--- src/rtl/roll_angle_profile_generator_unit_assert.svh ---
// assertion macros for the roll angle profile generator
`ifndef ROLL_ANGLE_PROFILE_GENERATOR_UNIT_ASSERT_SVH
`define ROLL_ANGLE_PROFILE_GENERATOR_UNIT_ASSERT_SVH

`ifndef SYNTH

// same-cycle implication, checked on the rising edge out of reset
`define RAPG_ASSERT_IMP(label, ante, cons, msg) \
  label: assert property (@(posedge clk) disable iff (!rst_n) (ante) |-> (cons)) \
    else $error(msg);

// next-cycle implication
`define RAPG_ASSERT_NXT(label, ante, cons, msg) \
  label: assert property (@(posedge clk) disable iff (!rst_n) (ante) |=> (cons)) \
    else $error(msg);

`else

`define RAPG_ASSERT_IMP(label, ante, cons, msg)
`define RAPG_ASSERT_NXT(label, ante, cons, msg)

`endif

`endif

--- src/rtl/rapg_pkg.sv ---
// shared types and constants of the roll angle profile generator
package rapg_pkg;

  localparam int MAX_STEPS = 64;
  localparam int ADDR_W    = $clog2(MAX_STEPS);
  localparam int STEP_W    = 7;
  localparam int HEAD_W    = 9;
  localparam int DUR_W     = 14;
  localparam int TIME_W    = 32;
  localparam int DIR_W     = 2;
  localparam int CMD_W     = 2;
  localparam int DVD_W     = HEAD_W + TIME_W;
  localparam int CNT_W     = $clog2(DVD_W + 1);

  localparam logic [HEAD_W:0]  DEG_FULL = (HEAD_W + 1)'(360);
  localparam logic [STEP_W-1:0] MAX_CNT = STEP_W'(MAX_STEPS);

  localparam logic [CMD_W-1:0] CMD_WRITE = 2'd0;
  localparam logic [CMD_W-1:0] CMD_BEGIN = 2'd1;
  localparam logic [CMD_W-1:0] CMD_QUERY = 2'd2;

  localparam logic [DIR_W-1:0] DIR_SHORTEST = 2'd2;

  localparam logic [2:0] CFG_STEP_COUNT_ADDR = 3'd0;

  typedef struct packed {
    logic [DIR_W-1:0]  direction;
    logic [HEAD_W-1:0] heading;
    logic [DUR_W-1:0]  duration;
  } entry_t;

endpackage

--- src/rtl/roll_angle_profile_generator_unit.sv ---
// roll angle profile generator: step table, sequencer and shared divider
// Items are taken with start while busy is low. Table writes and unused
// commands finish in the accepting cycle; a begin item keeps busy high
// while it reads step 0 from the table. A query that is invalid at once
// (no profile, the step index at or past the count, or an advance past the
// count) is answered on out_strobe in the next cycle with busy staying low.
// A valid query reads the current and previous table entries through the
// single read port; shortest and zero-duration steps answer then, others
// run the radix-2 restoring divider one quotient bit a cycle over the 41-bit
// product. The result is held for one cycle and must be taken.
module roll_angle_profile_generator_unit
  import rapg_pkg::*;
(
  input  logic                clk,
  input  logic                rst_n,
  input  logic                start,
  output logic                busy,
  input  logic [CMD_W-1:0]    in_cmd,
  input  logic [5:0]          in_entry_index,
  input  logic [DIR_W-1:0]    in_entry_direction,
  input  logic [HEAD_W-1:0]   in_entry_heading,
  input  logic [DUR_W-1:0]    in_entry_duration,
  input  logic [TIME_W-1:0]   in_now_ms,
  output logic                out_strobe,
  output logic [HEAD_W-1:0]   out_target_angle,
  output logic                out_angle_valid,
  input  logic                psel,
  input  logic                penable,
  input  logic                pwrite,
  input  logic [2:0]          paddr,
  input  logic [31:0]         pwdata,
  output logic [31:0]         prdata,
  output logic                pready
);

  typedef enum logic [7:0] {
    S_IDLE    = 8'b0000_0001,
    S_BG_RD   = 8'b0000_0010,
    S_BG_SET  = 8'b0000_0100,
    S_RD_CUR  = 8'b0000_1000,
    S_RD_PREV = 8'b0001_0000,
    S_MUL     = 8'b0010_0000,
    S_DIV     = 8'b0100_0000,
    S_FIN     = 8'b1000_0000
  } state_t;

  entry_t             mem [MAX_STEPS];
  entry_t             rd_data_r;
  logic [ADDR_W-1:0]  rd_addr;

  state_t             state_r, state_nxt;
  logic [STEP_W-1:0]  step_r, step_nxt;
  logic               active_r, active_nxt;
  logic [TIME_W-1:0]  start_r, start_nxt;
  logic [TIME_W-1:0]  end_r, end_nxt;
  logic [TIME_W-1:0]  elapsed_r, elapsed_nxt;
  logic               adv_r, adv_nxt;
  entry_t             cur_r, cur_nxt;
  logic [HEAD_W-1:0]  prev_r, prev_nxt;
  logic               neg_r, neg_nxt;
  logic [DVD_W-1:0]   dvd_r, dvd_nxt;
  logic [DUR_W-1:0]   rem_r, rem_nxt;
  logic [HEAD_W-1:0]  mod_r, mod_nxt;
  logic [CNT_W-1:0]   cnt_r, cnt_nxt;
  logic               strobe_r, strobe_nxt;
  logic [HEAD_W-1:0]  angle_r, angle_nxt;
  logic               valid_r, valid_nxt;
  logic [STEP_W-1:0]  step_count_r;

  logic               accept;
  logic               cfg_wr;
  logic [STEP_W-1:0]  live_cnt;
  logic [STEP_W-1:0]  step_inc;
  logic [HEAD_W-1:0]  head_wr;
  logic [HEAD_W-1:0]  prev_head;
  logic [HEAD_W:0]    diff;
  logic [HEAD_W-1:0]  diff_mag;
  logic [DUR_W:0]     trial;
  logic               trial_ge;
  logic [HEAD_W:0]    mod_dbl;
  logic [HEAD_W:0]    fin_sum;

  assign busy     = (state_r != S_IDLE);
  assign accept   = start && !busy;
  assign cfg_wr   = psel && penable && pwrite && (paddr[2] == CFG_STEP_COUNT_ADDR[2]);
  assign pready   = 1'b1;
  assign prdata   = (paddr[2] == CFG_STEP_COUNT_ADDR[2]) ?
                    {{(32 - STEP_W){1'b0}}, step_count_r} : 32'd0;
  assign live_cnt = (step_count_r > MAX_CNT) ? MAX_CNT : step_count_r;
  assign step_inc = step_r + STEP_W'(1);
  assign head_wr  = ({1'b0, in_entry_heading} >= DEG_FULL) ?
                    HEAD_W'({1'b0, in_entry_heading} - DEG_FULL) : in_entry_heading;

  assign out_strobe       = strobe_r;
  assign out_target_angle = angle_r;
  assign out_angle_valid  = valid_r;

  always_comb begin
    case (state_r)
      S_BG_RD:   rd_addr = '0;
      S_RD_PREV: rd_addr = ADDR_W'(step_r - STEP_W'(1));
      default:   rd_addr = step_r[ADDR_W-1:0];
    endcase
  end

  // step table
  always_ff @(posedge clk) begin
    if (accept && (in_cmd == CMD_WRITE) && ({1'b0, in_entry_index} < MAX_CNT)) begin
      mem[in_entry_index[ADDR_W-1:0]] <= '{direction: in_entry_direction,
                                           heading:   head_wr,
                                           duration:  in_entry_duration};
    end
    rd_data_r <= mem[rd_addr];
  end

  assign prev_head = (step_r == '0) ? '0 : rd_data_r.heading;
  assign diff      = {1'b0, cur_r.heading} - {1'b0, prev_head};
  assign diff_mag  = diff[HEAD_W] ? HEAD_W'(-diff) : diff[HEAD_W-1:0];
  assign trial     = {rem_r, dvd_r[DVD_W-1]};
  assign trial_ge  = (trial >= {1'b0, cur_r.duration});
  assign mod_dbl   = {mod_r, trial_ge};
  assign fin_sum   = neg_r ?
                     ((prev_r >= mod_r) ? {1'b0, prev_r} - {1'b0, mod_r}
                                        : {1'b0, prev_r} + DEG_FULL - {1'b0, mod_r}) :
                     {1'b0, prev_r} + {1'b0, mod_r};

  always_comb begin
    state_nxt   = state_r;
    step_nxt    = step_r;
    active_nxt  = active_r;
    start_nxt   = start_r;
    end_nxt     = end_r;
    elapsed_nxt = elapsed_r;
    adv_nxt     = adv_r;
    cur_nxt     = cur_r;
    prev_nxt    = prev_r;
    neg_nxt     = neg_r;
    dvd_nxt     = dvd_r;
    rem_nxt     = rem_r;
    mod_nxt     = mod_r;
    cnt_nxt     = cnt_r;
    strobe_nxt  = 1'b0;
    angle_nxt   = angle_r;
    valid_nxt   = valid_r;
    case (state_r)
      S_IDLE: begin
        if (accept && (in_cmd == CMD_BEGIN)) begin
          step_nxt   = '0;
          active_nxt = 1'b1;
          start_nxt  = in_now_ms;
          state_nxt  = S_BG_RD;
        end else if (accept && (in_cmd == CMD_QUERY)) begin
          if (!active_r || (step_r >= live_cnt)) begin
            strobe_nxt = 1'b1;
            angle_nxt  = '0;
            valid_nxt  = 1'b0;
          end else if (in_now_ms > end_r) begin
            if (step_inc >= live_cnt) begin
              step_nxt   = live_cnt;
              strobe_nxt = 1'b1;
              angle_nxt  = '0;
              valid_nxt  = 1'b0;
            end else begin
              step_nxt    = step_inc;
              start_nxt   = end_r;
              elapsed_nxt = in_now_ms - end_r;
              adv_nxt     = 1'b1;
              state_nxt   = S_RD_CUR;
            end
          end else begin
            elapsed_nxt = in_now_ms - start_r;
            adv_nxt     = 1'b0;
            state_nxt   = S_RD_CUR;
          end
        end
      end
      S_BG_RD: begin
        state_nxt = S_BG_SET;
      end
      S_BG_SET: begin
        end_nxt   = start_r + TIME_W'(rd_data_r.duration);
        state_nxt = S_IDLE;
      end
      S_RD_CUR: begin
        state_nxt = S_RD_PREV;
      end
      S_RD_PREV: begin
        cur_nxt = rd_data_r;
        if (adv_r) begin
          end_nxt = start_r + TIME_W'(rd_data_r.duration);
        end
        state_nxt = S_MUL;
      end
      S_MUL: begin
        prev_nxt = prev_head;
        neg_nxt  = diff[HEAD_W];
        dvd_nxt  = DVD_W'(diff_mag) * DVD_W'(elapsed_r);
        rem_nxt  = '0;
        mod_nxt  = '0;
        cnt_nxt  = CNT_W'(DVD_W);
        if ((cur_r.direction == DIR_SHORTEST) || (cur_r.duration == '0)) begin
          strobe_nxt = 1'b1;
          angle_nxt  = cur_r.heading;
          valid_nxt  = 1'b1;
          state_nxt  = S_IDLE;
        end else begin
          state_nxt = S_DIV;
        end
      end
      S_DIV: begin
        rem_nxt = trial_ge ? DUR_W'(trial - {1'b0, cur_r.duration}) : trial[DUR_W-1:0];
        mod_nxt = (mod_dbl >= DEG_FULL) ? HEAD_W'(mod_dbl - DEG_FULL) : mod_dbl[HEAD_W-1:0];
        dvd_nxt = dvd_r << 1;
        cnt_nxt = cnt_r - CNT_W'(1);
        if (cnt_r == CNT_W'(1)) begin
          state_nxt = S_FIN;
        end
      end
      S_FIN: begin
        strobe_nxt = 1'b1;
        angle_nxt  = (fin_sum >= DEG_FULL) ? HEAD_W'(fin_sum - DEG_FULL)
                                           : fin_sum[HEAD_W-1:0];
        valid_nxt  = 1'b1;
        state_nxt  = S_IDLE;
      end
      default: begin
        state_nxt = S_IDLE;
      end
    endcase
  end

  always_ff @(posedge clk) begin
    if (!rst_n) begin
      state_r      <= S_IDLE;
      step_r       <= '0;
      active_r     <= 1'b0;
      start_r      <= '0;
      end_r        <= '0;
      strobe_r     <= 1'b0;
      step_count_r <= '0;
    end else begin
      state_r  <= state_nxt;
      step_r   <= step_nxt;
      active_r <= active_nxt;
      start_r  <= start_nxt;
      end_r    <= end_nxt;
      strobe_r <= strobe_nxt;
      if (cfg_wr) begin
        step_count_r <= pwdata[STEP_W-1:0];
      end
    end
  end

  always_ff @(posedge clk) begin
    elapsed_r <= elapsed_nxt;
    adv_r     <= adv_nxt;
    cur_r     <= cur_nxt;
    prev_r    <= prev_nxt;
    neg_r     <= neg_nxt;
    dvd_r     <= dvd_nxt;
    rem_r     <= rem_nxt;
    mod_r     <= mod_nxt;
    cnt_r     <= cnt_nxt;
    angle_r   <= angle_nxt;
    valid_r   <= valid_nxt;
  end

`include "roll_angle_profile_generator_unit_assert.svh"

  `RAPG_ASSERT_IMP(a_invalid_zero, out_strobe && !out_angle_valid, out_target_angle == '0, "invalid item with nonzero angle")
  `RAPG_ASSERT_IMP(a_angle_range, out_strobe && out_angle_valid, {1'b0, out_target_angle} < DEG_FULL, "angle out of range")
  `RAPG_ASSERT_NXT(a_query_moves, start && !busy && (in_cmd == CMD_QUERY), out_strobe || busy, "query item dropped")
  `RAPG_ASSERT_IMP(a_busy_cause, $rose(busy), $past(start), "busy without an accepted item")

endmodule

--- config.mk ---
export PLATFORM = sky130hd
export DESIGN_NAME = roll_angle_profile_generator_unit
export DESIGN_NICKNAME = d
export VERILOG_FILES = /design/src/rtl/rapg_pkg.sv /design/src/rtl/roll_angle_profile_generator_unit.sv
export VERILOG_INCLUDE_DIRS = /design/src /design/src/rtl
export SDC_FILE = /design/constraint.sdc
export NUM_CORES = 2
export LEC_CHECK = 0
export BUFFER_PORTS_ARGS = -buffer_cell sky130_fd_sc_hd__buf_2
export CORE_MARGIN = 2
export CORE_UTILIZATION = 42
export CTS_BUF_LIST = sky130_fd_sc_hd__clkbuf_16
export DETAILED_ROUTE_END_ITERATION = 10
export GPL_ROUTABILITY_DRIVEN = 0
export PLACE_DENSITY_LB_ADDON = 0.3
export SYNTH_ARGS = -nofsm -noshare
export SYNTH_HDL_FRONTEND = slang
export SYNTH_SLANG_ARGS = --single-unit
--- constraint.sdc ---
create_clock -name clk -period 16.2 [get_ports clk]
set_input_delay 1.62 -clock clk [delete_from_list [all_inputs] [get_ports clk]]
set_output_delay 1.62 -clock clk [all_outputs]
set_load 0.05 [all_outputs]
# After elaboration in Yosys (flattened, before gate mapping)
# Memory sizes are Yosys's and may differ from the RTL's. A register that Yosys moved wholly into a read port is not among the register bits.
# Index checks and enable logic that the tools add are counted.
# totals
in_bits	106
mem_count	1
register_bits	236
elab_cells	163
mem_bits_rw	1600
output_inout_bits	45
# mem_list
memory	words	word_bits	read_ports	rd_clocked_by_memory_dff	wr	line	source
mem	64	25	1	1	1	roll_angle_profile_generator_unit.sv:47	entry_t mem [MAX_STEPS];
# op_classes
n_bitwise	3
add_sub_neg	16
muxes	61
n_eq_ne	26
order_cmp	9
n_mul	1
reduce_logical	26
# op_table
cell	count
$mux 32	8
$mux 9	11
$pmux 41 s2	1
$pmux 32 s2	1
$sub 32x32->32	2
$mux 7	8
$mux 8	6
$pmux 8 s6	1
$mul 9x32->41	1
$add 32x14->32	1
$gt 32x32->1	1
$pmux 14 s2	1
$pmux 9 s3	1
$sub 9x9->9 const B	3
$pmux 6 s2	2
$ge 10x9->1 const B	2
$mux 10	2
$sub 9x9->10	2
$pmux 9 s2	1
$ne 2x2->1 const B	8
$ge 15x14->1	1
$mux 1	15
$ge 7x7->1	2
$logic_not 14->1	1
other kinds (38)	60

# Depth between registers and ports, before layout
# depth
ltp_word	9
ltp_mapped	40
depth_no_buf	37

# Worst setup path after synthesis
# Ideal clock, no wire load.
# synth_path
path_type	register to register
from	register step_r[0]
to	register dvd_r[29], data pin
t_required_ns	15.930
period_less_slack_ns	8.284
arrival_time_ns	8.013
setup_ns	0.270
slack_ns	7.916
stages_incl_launch_ff	39
n_path_buf	3
path_cell_list	dfxtp_1 clkbuf_1 inv_1 ha_1 nand2_1 or3_1 clkbuf_1 nand2_1 ha_1 nor2b_1 o21ai_0 a21boi_1 o21ai_0 a21boi_0 o21ai_1 a21oi_1 or2_2 inv_1 (+3 left out) fa_1 inv_1 fa_1 fa_1 inv_1 fa_1 inv_1 ha_1 a21oi_1 nand2_1 a21o_1 a21o_1 a221oi_1 o21ai_0 a21oi_1 o21ai_0 xnor2_1 a21oi_1
# synth_via
word_cells_on_any_way	7
cone_classes	add/sub: 2; mul: 1; mux: 3; reduce/logical: 1
# synth_lines
item	line	source
start: declaration	roll_angle_profile_generator_unit.sv:52	logic [STEP_W-1:0] step_r, step_nxt;
start signal: assignment	roll_angle_profile_generator_unit.sv:243	step_r <= step_nxt;
$logic_not 7->1	roll_angle_profile_generator_unit.sv:116	assign prev_head = (step_r == '0) ? '0 : rd_data_r.heading;
$mux 9	roll_angle_profile_generator_unit.sv:116	
$sub 9x9->10	roll_angle_profile_generator_unit.sv:117	assign diff = {1'b0, cur_r.heading} - {1'b0, prev_head};
via diff[9]	roll_angle_profile_generator_unit.sv:76	logic [HEAD_W:0] diff;
$mux 9	roll_angle_profile_generator_unit.sv:118	assign diff_mag = diff[HEAD_W] ? HEAD_W'(-diff) : diff[HEAD_W-1:0];
$mul 9x32->41	roll_angle_profile_generator_unit.sv:197	dvd_nxt = DVD_W'(diff_mag) * DVD_W'(elapsed_r);
$pmux 41 s2	roll_angle_profile_generator_unit.sv:145	case (state_r)
via dvd_nxt[29]	roll_angle_profile_generator_unit.sv:61	logic [DVD_W-1:0] dvd_r, dvd_nxt;
end signal: assignment	roll_angle_profile_generator_unit.sv:260	dvd_r <= dvd_nxt;
end: declaration	roll_angle_profile_generator_unit.sv:61	
# The timed path passes the listed nets, and every way through them passes these cells.
# A chain may end at the register's enable or synchronous reset.

# Final worst setup path
# layout_path
from	register step_r[0]
to	register dvd_r[29], data pin
# layout_via
elab_chain_cells	7
# layout_lines
item	line
$logic_not 7->1 (*)	roll_angle_profile_generator_unit.sv:116
$mux 9 (*)	roll_angle_profile_generator_unit.sv:116
$sub 9x9->10 (*)	roll_angle_profile_generator_unit.sv:117
$neg 9->9	roll_angle_profile_generator_unit.sv:118
$mux 9 (*)	roll_angle_profile_generator_unit.sv:118
$mul 9x32->41 (*)	roll_angle_profile_generator_unit.sv:197
$pmux 41 s2 (*)	roll_angle_profile_generator_unit.sv:145
via dvd_nxt[29]	roll_angle_profile_generator_unit.sv:61
# Mark *: on every way through the listed nets, which the timed path passes. The rest lies on a longest branch.

==> out/results.ini <==
[run_status]
outcome = finished clean

[synth]
synth_compound_area_share_pct = 7.12
synth_seq_area_share_pct = 62.9
synth_top_family_by_area = multiplexers
synthCells = 5567
muxShareOfSynthArea_pct = 10.8
synthXorXnorAreaFrac_pct = 1.64
ys_seq_elements = 1861
synthSimpleGateAreaFrac_pct = 6.12
synthesis.area_um2 = 87100
synth_ff_type = edfxtp_1
synthAdderAreaFrac_pct = 8.19
synth-warning-count = 0
synth-edff-count = 1748
avgSynthCellArea_um2 = 15.6
synth_cell_type_count = 88
async_flop_share_pct = 0

[setup_path]
max_stage_delay_ps = 840
arrival_ps = 10360
criticalPathCategory = reg -> reg
path_max_fanout = 32
worstPathRequired_ps = 16720
start_kind = flip-flop
cp-end-kind = flip-flop
regToRegSetupSlack_ps = 6360
slowest_stage = or3_1

[cells_and_area]
fin_nets = 6285
stdcell_area_um2 = 97400
area_growth_pct = 11.9
layout-drive-gt1-share_pct = 17.5
nFillCells = 17400

[floorplan]
core_um2 = 207000
initial_core_util_pct = 42.1
dieArea_um2 = 211000
die_y_um = 459
num_rows = 167
die_w_um = 459
io_pins = 151

[sta]
slew_viol_final = 0
timing.hold.ws_ps = 401
period_minus_slack_ps = 9840
tightest_slew_ps = 1140
rsz0062_at_grt = false
skew_ps = 56.5
max_freq_mhz = 102
period_share_pct = 60.7
slew_headroom_pct = 23.9
finalHoldViolations = 0
fin_tns_setup_ps = 0
timing.final.setup_violations = 0

[hold_path]
worstHoldPathType = reg -> reg

[cts]
clkLatencyLatePin_ps = 840
postCtsHoldBufs = 0
cts_buffers = 191
cts_setup_buffers = 0
cts.sinks = 1861
cts.clk_slew.worst_paths_ps = 60
root_buffer = clkbuf_16
htree_num_levels = 4
post_cts_resized = 0
tritoncts = yes
clockBufferDepth = 3

[route]
wl_um = 219000
drt_iter0_markers = 5089
viasPerCell = 5.69
avgRoutedWirePerCell_um = 25.3
via_count = 49000
drc = 0
ant_nets = 0
dr.pass1.iters = 6

[power]
switching_share_pct = 21.6
powerDensity_nw_per_um2 = 103
intPower_mw = 7.85
combinationalPowerShare_pct = 4.2
fin_total_pwr_mw = 10.0
pwr-share-clk_pct = 42.9
ir_worst_vdd_mv = 0.117
power.leakage_nw = 33.9
p_seq_share_pct = 52.9
netSwitchingPower_mw = 2.17

[placed_design]
placed_cell_area_um2 = 91200
dpl.hpwl_um = 132000
port_buffers = 97

[flow_run]
drv_cap = 0

[global_route]
grtUsageTotal_pct = 20.6
grt_pass1_wl_um = 322000
grt-ovfl-total = 0
grt_pass1_vias = 49600
grt_antenna_before_repair = 37
grt_start_max_net_pins = 110

## flip-flops by register name, indices dropped and copies added, names as in the netlist
signal	count
state_r	8
adv_r	1
dvd_r	41
out_target_angle	9
start_r	32
out_angle_valid	1
mem	1600
end_r	32
step_count_r	7
active_r	1
out_strobe	1
rem_r	14
prev_r	9
elapsed_r	32
neg_r	1
rd_data_r	25
cur_r	25
mod_r	9
step_r	7
cnt_r	6
## layout make-up
class                           count  area, µm²  share of cell area [%]
Sequential cell                  1861      54800                    56.2
Multi-Input combinational cell   3053      30000                    30.8
Clock buffer                      193       4830                    4.96
Antenna cell                       20       50.0                  0.0514
Inverter                          403       1510                    1.55
Clock inverter                    156       1320                    1.35
Timing Repair Buffer              233       1590                    1.64
Tap cell                         2704       3380                    3.47
## synth_stat cells, types with 42 or more instances
master	n	area, µm²
nand2_1	272	1020
ha_1	213	2670
o211ai_1	42	315
a21o_1	67	503
nand2b_1	77	482
mux4_2	400	9010
dfxtp_1	113	2260
edfxtp_1	1748	52500
and3_1	45	282
xor2_1	57	499
o21ai_0	121	606
xnor2_1	106	928
nor2_1	232	871
clkbuf_1	164	616
fa_1	223	4460
inv_1	400	1500
a21oi_1	276	1380
nor3_1	45	225
nor2b_1	183	1140
nand3_1	47	235
a22oi_1	202	1520
## cells in the final DEF, fill, tap and decap left out, types with 57 or more instances in the layout
cell type,count
inv_1,440
a21o_1,67
buf_2,97
mux4_2,400
buf_4,129
nor2_1,165
xnor2_1,96
ha_1,213
nand2b_1,76
a21oi_1,274
a22oi_1,202
edfxtp_1,1748
o21ai_0,120
dfxtp_1,113
xor2_1,57
nor2b_1,181
nand2_1,269
clkbuf_16,193
nor2_2,66
fa_1,223
## path summary, 6_finish.rpt
path,from,to,cells after the start
worst max-delay path,step_r[0]$_SDFFE_PN0P_,dvd_r[29]$_DFFE_PP_,33
worst min-delay path,rd_data_r[24]$_DFF_P_,cur_r[24]$_DFFE_PN_,0
worst max register to register,step_r[0]$_SDFFE_PN0P_,dvd_r[29]$_DFFE_PP_,33
worst min register to register,rd_data_r[24]$_DFF_P_,cur_r[24]$_DFFE_PN_,0
## through the flow
step	cells	setup slack [ps]	util [%]
4_1_cts	8603	6320	47.1
6_report	8623	6360	47.1
2_1_floorplan	5591	7920	-
3_5_place_dp	8254	6340	44.1
5_1_grt	8610	5490	47.1
3_3_place_gp	8254	6390	44.1
## critical path, delay by kind of cell (launching register included)
kind	cells	cell delay [ps]
AOI/OAI and AO/OA	14	3290
adders and majority gates	7	2790
buffers and inverters	3	260
DFF	1	620
xor gates and xnor gates	1	150
and+or+nand+nor	8	2440
## power by group through the flow
stage	Combinational (mW)	Sequential, mW	Clock (mW)
finish	0.424	5.29	4.29
global route	0.468	5.29	4.55
CTS	0.425	5.29	4.37
detailed placement	0.424	5.40	0
global placement	0.414	5.39	0
floorplan	0.261	5.40	0
## kinds of logic (layout without fill, tap and decap cells)
| family | after synthesis | in the layout |
|---|---|---|
| AND/OR/NAND/NOR | 1049 | 1049 |
| multiplexers | 442 | 442 |
| buffers and inverters | 677 | 985 |
| XOR/XNOR | 163 | 163 |
| adder cells (fa/ha/maj) | 436 | 436 |
| flip-flops | 1861 | 1861 |
| other | 2 | 46 |
| AO/OA/AOI/OAI | 937 | 937 |
## layer usage
metal / vias to the layer above / GRT usage, % / wire (µm) / share of wire, %
met5: - / 0 / 167 / 0.076
met4: 28 / 5.85 / 6060 / 2.8
met3: 321 / 3.64 / 14700 / 6.7
met2: 1642 / 34.6 / 107000 / 49
met1: 25400 / 27.5 / 90500 / 41
li1: 21600 / - / - / -
No activity file was read; power rests on OpenSTA's default activity.
